### config.mk
export PLATFORM = sky130hd
export DESIGN_NAME = ptsched_front
export DESIGN_NICKNAME = d
export VERILOG_FILES = /design/src/hw/rtl/ptsched_pkg.sv /design/src/hw/rtl/ptsched_front.sv
export SDC_FILE = /design/constraint.sdc
export NUM_CORES = 1
export LEC_CHECK = 0
export BUFFER_PORTS_ARGS = -buffer_cell sky130_fd_sc_hd__buf_2
export CAP_MARGIN = 15
export CORE_MARGIN = 4
export CORE_UTILIZATION = 50
export CTS_CLUSTER_SIZE = 30
export DETAILED_ROUTE_END_ITERATION = 8
export PLACE_DENSITY = 0.84
export SYNTH_ARGS = -nofsm -noshare
export SYNTH_HDL_FRONTEND = slang
export SYNTH_SLANG_ARGS = --single-unit
### constraint.sdc
create_clock -name i_clk -period 2.54 [get_ports i_clk]
set_input_delay 0.254 -clock i_clk [delete_from_list [all_inputs] [get_ports i_clk]]
set_output_delay 0.254 -clock i_clk [all_outputs]
set_load 0.02 [all_outputs]
### src/hw/rtl/ptsched_pkg.sv
package ptsched_pkg;

    typedef enum logic [3:0] {
        CMD_TICK   = 4'd0,
        CMD_ADMIT  = 4'd1,
        CMD_READY  = 4'd2,
        CMD_SLEEP  = 4'd3,
        CMD_WAKE   = 4'd4,
        CMD_EXIT   = 4'd5,
        CMD_REAP   = 4'd6,
        CMD_SETPRI = 4'd7,
        CMD_PICK   = 4'd8
    } t_cmd;

    typedef enum logic [2:0] {
        SS_FREE   = 3'd0,
        SS_NEW    = 3'd1,
        SS_ASLEEP = 3'd2,
        SS_READY  = 3'd3,
        SS_RUN    = 3'd4,
        SS_DONE   = 3'd5
    } t_slot_state;

    localparam logic [1:0] ST_OK    = 2'd0;
    localparam logic [1:0] ST_NONE  = 2'd1;
    localparam logic [1:0] ST_BADPR = 2'd2;
    localparam logic [1:0] ST_WRONG = 2'd3;

    localparam logic [1:0] POL_RR   = 2'd0;
    localparam logic [1:0] POL_FCFS = 2'd1;
    localparam logic [1:0] POL_WRT  = 2'd2;

    localparam logic [1:0] REG_POLICY = 2'd0;
    localparam logic [1:0] REG_WHIGH  = 2'd1;
    localparam logic [1:0] REG_WMED   = 2'd2;
    localparam logic [1:0] REG_WLOW   = 2'd3;

    typedef struct packed {
        logic [3:0]  command;
        logic [5:0]  slot;
        logic [15:0] channel;
        logic [1:0]  new_priority;
    } t_item;

    typedef enum logic [2:0] {
        BS_IDLE  = 3'd0,
        BS_LOAD  = 3'd1,
        BS_SCAN  = 3'd2,
        BS_APPLY = 3'd3,
        BS_DONE  = 3'd4,
        BS_CLEAR = 3'd5
    } t_back_state;

endpackage

### src/hw/rtl/ptsched_front.sv
module ptsched_front (
    input  logic                i_clk,
    input  logic                i_rst_n,
    input  logic                i_start,
    output logic                o_busy,
    input  logic [3:0]          i_command,
    input  logic [5:0]          i_slot,
    input  logic [15:0]         i_channel,
    input  logic [1:0]          i_new_priority,
    output logic                o_q_valid,
    output ptsched_pkg::t_item  o_q_item,
    input  logic                i_q_pop
);

    // A two-entry queue decouples command capture from execution.
    ptsched_pkg::t_item r_mem [2];
    logic               r_wp;
    logic               r_rp;
    logic [1:0]         r_cnt;
    logic               push;

    assign o_busy    = (r_cnt == 2'd2);
    assign push      = i_start && !o_busy;
    assign o_q_valid = (r_cnt != 2'd0);
    assign o_q_item  = r_mem[r_rp];

    always_ff @(posedge i_clk) begin
        if (push) begin
            r_mem[r_wp] <= '{command: i_command, slot: i_slot,
                             channel: i_channel, new_priority: i_new_priority};
        end
        if (!i_rst_n) begin
            r_wp  <= 1'b0;
            r_rp  <= 1'b0;
            r_cnt <= 2'd0;
        end else begin
            if (push) r_wp <= ~r_wp;
            if (i_q_pop) r_rp <= ~r_rp;
            r_cnt <= r_cnt + {1'b0, push} - {1'b0, i_q_pop};
        end
    end

endmodule

==> results of run 1 <==
## critical path, stage by stage (launching register included)
cell	delay [ns]
dfxtp_2	0.73
buf_4	0.31
mux2_4	0.32
buf_2	0.16
## per-layer routing
metal,track usage (%),up-vias
li1,-,570
met4,10.3,0
met5,0,-
met2,23.1,40
met3,4.73,8
met1,14.8,553
## cells in the mapped netlist
| master | instances | area (um^2) |
|---|---|---|
| and2_1 | 1 | 6.26 |
| and3_1 | 1 | 6.26 |
| buf_12 | 2 | 40.0 |
| buf_6 | 1 | 11.3 |
| dfxtp_1 | 5 | 100 |
| edfxtp_1 | 56 | 1680 |
| ha_1 | 2 | 25.0 |
| inv_1 | 3 | 11.3 |
| mux2_2 | 8 | 90.1 |
| mux2_4 | 20 | 300 |
| mux2i_1 | 1 | 10.0 |
| nand2_1 | 2 | 7.51 |
| nand2b_1 | 2 | 12.5 |
| nor2_1 | 4 | 15.0 |
| or2_2 | 1 | 6.26 |
| xnor2_1 | 2 | 17.5 |
| xor2_1 | 1 | 8.76 |
## registers in the layout, indices dropped and copies added, names as in the netlist, named ones only
| register | flops |
|---|---|
| r_mem | 56 |
| r_cnt | 2 |
| r_wp | 1 |
| r_rp | 1 |
## cell families (layout without fill, tap and decap cells)
kind of cell / Yosys count / after routing
simple gates: 11 / 11
fa+ha+maj: 2 / 2
flops: 61 / 61
xor+xnor: 3 / 3
mux: 29 / 29
buf+inv: 6 / 83
## stage by stage
step                      hold WS, ns  worst slack (ns)  instances  utilization (%)
after floorplan                 0.353             0.382        112                -
final                           0.116             0.444        241             64.0
after CTS                       0.103             0.408        241             64.0
after global placement          0.443             0.830        225             60.6
after global routing           0.0995             0.353        241             64.0
after detailed placement        0.446             0.766        225             60.6
## layout make-up
cell class / count / area [um^2]
repair buffers: 64 / 328
fillers: 327 / 1600
clock buffers: 13 / 139
well taps: 52 / 65.1
clock inverters: 3 / 12.5
flip-flops and latches: 61 / 1780
inverters: 3 / 11.3
multi-input cells: 45 / 508
## final timing paths
kind	from	to	slack, ns
max	flip-flop	o_q_item[13]	0.44
max reg2reg	r_cnt[0]	r_cnt[1]	0.93
min reg2reg	r_wp	r_wp	0.52
min	i_slot[3]	r_mem[1][21]	0.12
## where the power goes
part	total, mW	leakage, nW	internal, mW	switching (mW)
sequential	1.33	0.564	1.27	0.0589
clock	0.670	0.0765	0.347	0.323
combinational	0.552	0.520	0.241	0.312
==> metrics.md, run 1 <==
| Metric | Value |
|---|---|
| Outcome | `complete, no violations` |
| Crit Path Max Fanout | `21` |
| Drt wl/cell | `15.8 um` |
| IO Pins | `just over 60` |
| Fmax | `between 400 and 500 MHz` |
| Post-Syn Area per Cell | `roughly 21 um^2` |
| Vias in the first global route | `1,236` |
| Hold Crit Class | `in -> reg` |
| Clock buffer depth | `2` |
| CTS tree | `done` |
| Most frequent cells in the layout | `buf_2 (61), edfxtp_1 (56), mux2_4 (20)` |
| Rel. slew slack | `approximately three fifths` |
| Initial DRC count | `100` |
| Clock-pin slew on the worst setup and hold paths | `around 0.060 ns` |
| Netlist cell types | `17` |
| HPWL after DPL | `~2.6 mm` |
| RePlAce Congestion | `0.699` |
| Layout overhead on the synthesized area | `21.1%` |
| Layout cells sized above 1 | `55.6%` |
| 1st-pass router iterations | `4` |
| Actual slew at the worst max-slew pin | `around 0.62 ns` |
| Starting Density | `a little over half` |
| Met3 WL | `between 200 and 300 um` |
| Die Ht | `~77 um` |
| Slew Viols, Final | `0` |
| P_leak | `between 1 and 1.5 nW` |
| Net count after synthesis | `roughly 150` |
| Mapped cell area | `around 0.0023 mm^2` |
| Tot GR Track Use | `between 10% and 20%` |
| Pwr dens | `897 mW/mm^2` |
| Synth Area in Compound Gates | `0%` |
| Clk sink count | `a little over 60` |
| Final #Nets | `218` |
| Seq cells post-synth | `between 60 and 70` |
| YS warnings | `0` |
| Fin. Hold Viols | `0` |
| Post-CTS Setup Bufs | `0` |
| Highest metal used | `met4` |
| Resize count post-CTS | `0` |
| Hold depth | `1` |
| Critical path arrival | `about 1.8 ns` |
| Post-Syn Instances | `around 110` |
| DR DRC count | `0` |
| Num rows | `24` |
| Data required, critical path | `~2.3 ns` |
| FF-to-FF path depth | `8` |
| Post-route ant nets | `0` |
| H-tree Lvls | `3` |
| Initial antenna violation count | `0` |
| Die Wd | `between 70 and 80 um` |
| Post-synthesis xor/xnor area fraction | `approximately 1.1%` |
| Setup violators final | `0` |
| Sequential-to-total area share from yosys stat | `around three quarters` |
| Total Power | `around 2.6 mW` |
| Kind of critical path | `reg -> out` |
| First-pass GRT wire length | `~6.1 mm` |
| Post-synthesis adder-cell area fraction | `between 1 and 1.5%` |
| Final Critical Period | `about 2.1 ns` |
| Core area | `between 0.004 and 0.005 mm^2` |
| Detailed-route via count | `1,171` |
| DR WL met2 | `approximately 1.9 mm` |
| Crit start category | `flip-flop` |
| Largest net degree at the start of global routing | `29` |
| Post-DP Area | `about 0.0027 mm^2` |
| Worst Setup End Kind | `output port` |
| Main combinational cell family by area after synthesis | `multiplexers` |
| Post-synthesis simple-gate area fraction | `2.29%` |
| M1 WL | `between 1 and 1.5 mm` |
| Die area | `0.00586 mm^2` |
| Routed WL | `roughly 3.8 mm` |
| Worst VDD drop | `471 uV` |
| Hold Buf Count CTS | `0` |
| Num CTS Buffers | `9` |
| Antenna cells | `0` |
| Unrepaired setup endpoints after global routing | `false` |
| Congestion Overflow GR | `0` |
| Setup TNS | `0 ns` |
| Max Cap Viol | `0` |
| Root Buffer Master | `clkbuf_8` |
| Vias/cell | `around 4.9` |
| Worst clock skew | `between 0.004 and 0.005 ns` |
| Final period util | `82.5%` |
| Commonest non-fill, non-tap cell in the layout | `buf_2` |
| Port-buffer cells | `just over 60` |
| Mux contribution to synthesized area | `between 10% and 20%` |
| Clk_lat worst skew | `between 0.3 and 0.4 ns` |
| Design Area, Final | `roughly 0.0028 mm^2` |
No activity file was read; power rests on OpenSTA's default activity.
==> run 2, diff against run 1 <==
--- a/config.mk
+++ b/config.mk
@@ -8,10 +8,10 @@
 export BUFFER_PORTS_ARGS = -buffer_cell sky130_fd_sc_hd__buf_2
 export CAP_MARGIN = 15
 export CORE_MARGIN = 4
-export CORE_UTILIZATION = 50
+export CORE_UTILIZATION = 46
 export CTS_CLUSTER_SIZE = 30
 export DETAILED_ROUTE_END_ITERATION = 8
-export PLACE_DENSITY = 0.84
+export PLACE_DENSITY = 0.82
 export SYNTH_ARGS = -nofsm -noshare
 export SYNTH_HDL_FRONTEND = slang
 export SYNTH_SLANG_ARGS = --single-unit
==> constraint.sdc (replaced) <==
create_clock -name i_clk -period 1.75 [get_ports i_clk]
set_input_delay 0.175 -clock i_clk [delete_from_list [all_inputs] [get_ports i_clk]]
set_output_delay 0.175 -clock i_clk [all_outputs]
set_load 0.02 [all_outputs]
==> metrics.md, run 2 (synthesized netlist as in run 1, its figures left out) <==
| Metric | Value |
|---|---|
| Outcome | `complete, no violations` |
| Vias/cell | `roughly 4.7` |
| Max FFs per register | `56` |
| Pint | `a little under 3 mW` |
| CTS tree | `done` |
| Sequential share of power | `approximately half` |
| Rel. slew slack | `between 80% and 90%` |
| IO Pins | `62` |
| Num rows | `25` |
| Clk sink count | `just over 60` |
| Crit Path Max Fanout | `3` |
| Most frequent cells in the layout | `buf_2 (61), edfxtp_1 (56), mux2_4 (20)` |
| FF-to-FF Start | `r_cnt[0]` |
| Critical path arrival | `between 1.5 and 2 ns` |
| Data required, critical path | `just under 2 ns` |
| Actual slew at the worst max-slew pin | `0.276 ns` |
| Worst R2R End | `r_cnt[1]` |
| Antenna cells | `0` |
| H-tree Lvls | `3` |
| Final core utilization | `60.6%` |
| Worst VDD drop | `650 uV` |
| Hold Crit Class | `in -> reg` |
| Num CTS Buffers | `9` |
| HPWL after DPL | `between 2 and 3 mm` |
| Pwr dens | `1340 mW/mm^2` |
| RePlAce Congestion | `~0.74` |
| Commonest non-fill, non-tap cell in the layout | `buf_2` |
| Psw | `between 1 and 1.5 mW` |
| Placed cells | `between 200 and 250` |
| Worst clock skew | `~0.0063 ns` |
| Initial antenna violation count | `0` |
| Reg2Reg Setup Slack | `0.17 ns` |
| Final Critical Period | `roughly 1.6 ns` |
| Resize count post-CTS | `0` |
| Fmax | `roughly 630 MHz` |
| Routed WL | `approximately 3.7 mm` |
| Post-CTS Setup Bufs | `0` |
| Sw frac | `between 20% and 30%` |
| Drt wl/cell | `14.2 um` |
| Non-Filler Instances | `between 200 and 300` |
| Max Cap Viol | `0` |
| Layout cells sized above 1 | `between 50% and 60%` |
| Clock share of power | `between 20% and 30%` |
| Slew Viols, Final | `0` |
| Total Power | `~3.9 mW` |
| 1st-pass router iterations | `4` |
| Layout overhead on the synthesized area | `25.0%` |
| Hold depth | `1` |
| Clock buffer depth | `2` |
| Largest registers | `r_mem x56, r_cnt x2` |
| Detailed-route via count | `1,206` |
| Starting Density | `approximately 48%` |
| Vias in the first global route | `about 1,300` |
| Final period util | `90.5%` |
| Kind of critical path | `reg -> reg` |
| Die Ht | `about 80 um` |
| Initial DRC count | `58` |
| Hold endpoint | `r_mem[0][0]` |
| Root Buffer Master | `clkbuf_8` |
| Comb power frac | `a little over a fifth` |
| Setup TNS | `0 ns` |
| HP Start | `i_new_priority[0]` |
| Clock-pin slew on the worst setup and hold paths | `0.06 ns` |
| Congestion Overflow GR | `0` |
| Clk_lat worst skew | `approximately 0.32 ns` |
| Core area | `approximately 0.0048 mm^2` |
| Unrepaired setup endpoints after global routing | `false` |
| Hold Buf Count CTS | `0` |
| P_leak | `roughly 1.2 nW` |
| First-pass GRT wire length | `a little under 6 mm` |
| Tot GR Track Use | `12.8%` |
| FF-to-FF path depth | `8` |
| Die area | `between 0.006 and 0.007 mm^2` |
| Setup violators final | `0` |
| DR DRC count | `0` |
| Crit start category | `flip-flop` |
| Fin. Hold Viols | `0` |
| Worst Setup End Kind | `flip-flop` |
| Final #Nets | `between 200 and 250` |
| Port-buffer cells | `a little over 60` |
| Post-route ant nets | `0` |
| Largest net degree at the start of global routing | `21` |
| Die Wd | `a little under 80 um` |
| Biggest register | `r_mem` |
run 2: power groups by stage:
stage	registers (mW)	clock network, mW	logic (mW)
after global placement	1.92	0	0.842
after floorplan	1.92	0	0.603
after CTS	1.91	1.21	0.864
final	1.91	1.17	0.846
after detailed placement	1.94	0	0.861
after global routing	1.93	1.28	0.918
run 2: stage by stage:
step / hold slack (ns) / setup slack, ns / cell area (um^2)
2_1_floorplan: 0.274 / 0.0488 / 2350
3_3_place_gp: 0.362 / 0.263 / 2750
3_5_place_dp: 0.366 / 0.162 / 2750
4_1_cts: 0.0199 / 0.151 / 2940
5_1_grt: 0.0179 / 0.00966 / 2940
6_report: 0.0415 / 0.167 / 2940
run 2: worst max-delay path: stages (launching register included):
cell and delay, ns:
dfxtp_1 0.35, nand2b_1 0.16, nand2_1 0.12, ha_1 0.29, inv_1 0.04, ha_1 0.17
xor2_1 0.16, xnor2_1 0.13, nor2_1 0.06
run 2: worst max-delay path by stage:
| stage | start | to | slack (ns) |
|---|---|---|---|
| floorplan | r_cnt[0] | r_mem[0][0] | 0.05 |
| global placement | r_cnt[0] | r_cnt[1] | 0.26 |
| detailed placement | r_cnt[0] | r_cnt[1] | 0.16 |
| CTS | r_cnt[0] | r_cnt[1] | 0.15 |
| global route | r_cnt[0] | r_cnt[1] | 0.01 |
| finish | r_cnt[0] | r_cnt[1] | 0.17 |
run 2: area by class of cell:
cell class                 count  area (um^2)
clock buffer                  14          153
sequential                    61         1780
multi-input combinational     45          508
fill                         383         1910
timing repair buffer          67          363
inverter                       3         11.3
clock inverter                 2         35.0
tap                           67         83.8
run 2: metal layers:
metal	part of all wire, %	GRT usage [%]	wire [um]	vias to the layer above
met3	6.4	3.84	237	9
met4	2.2	8.25	80	0
met1	40	13.8	1470	573
met2	52	21.5	1900	49
met5	0	0	0	-
li1	-	-	-	575
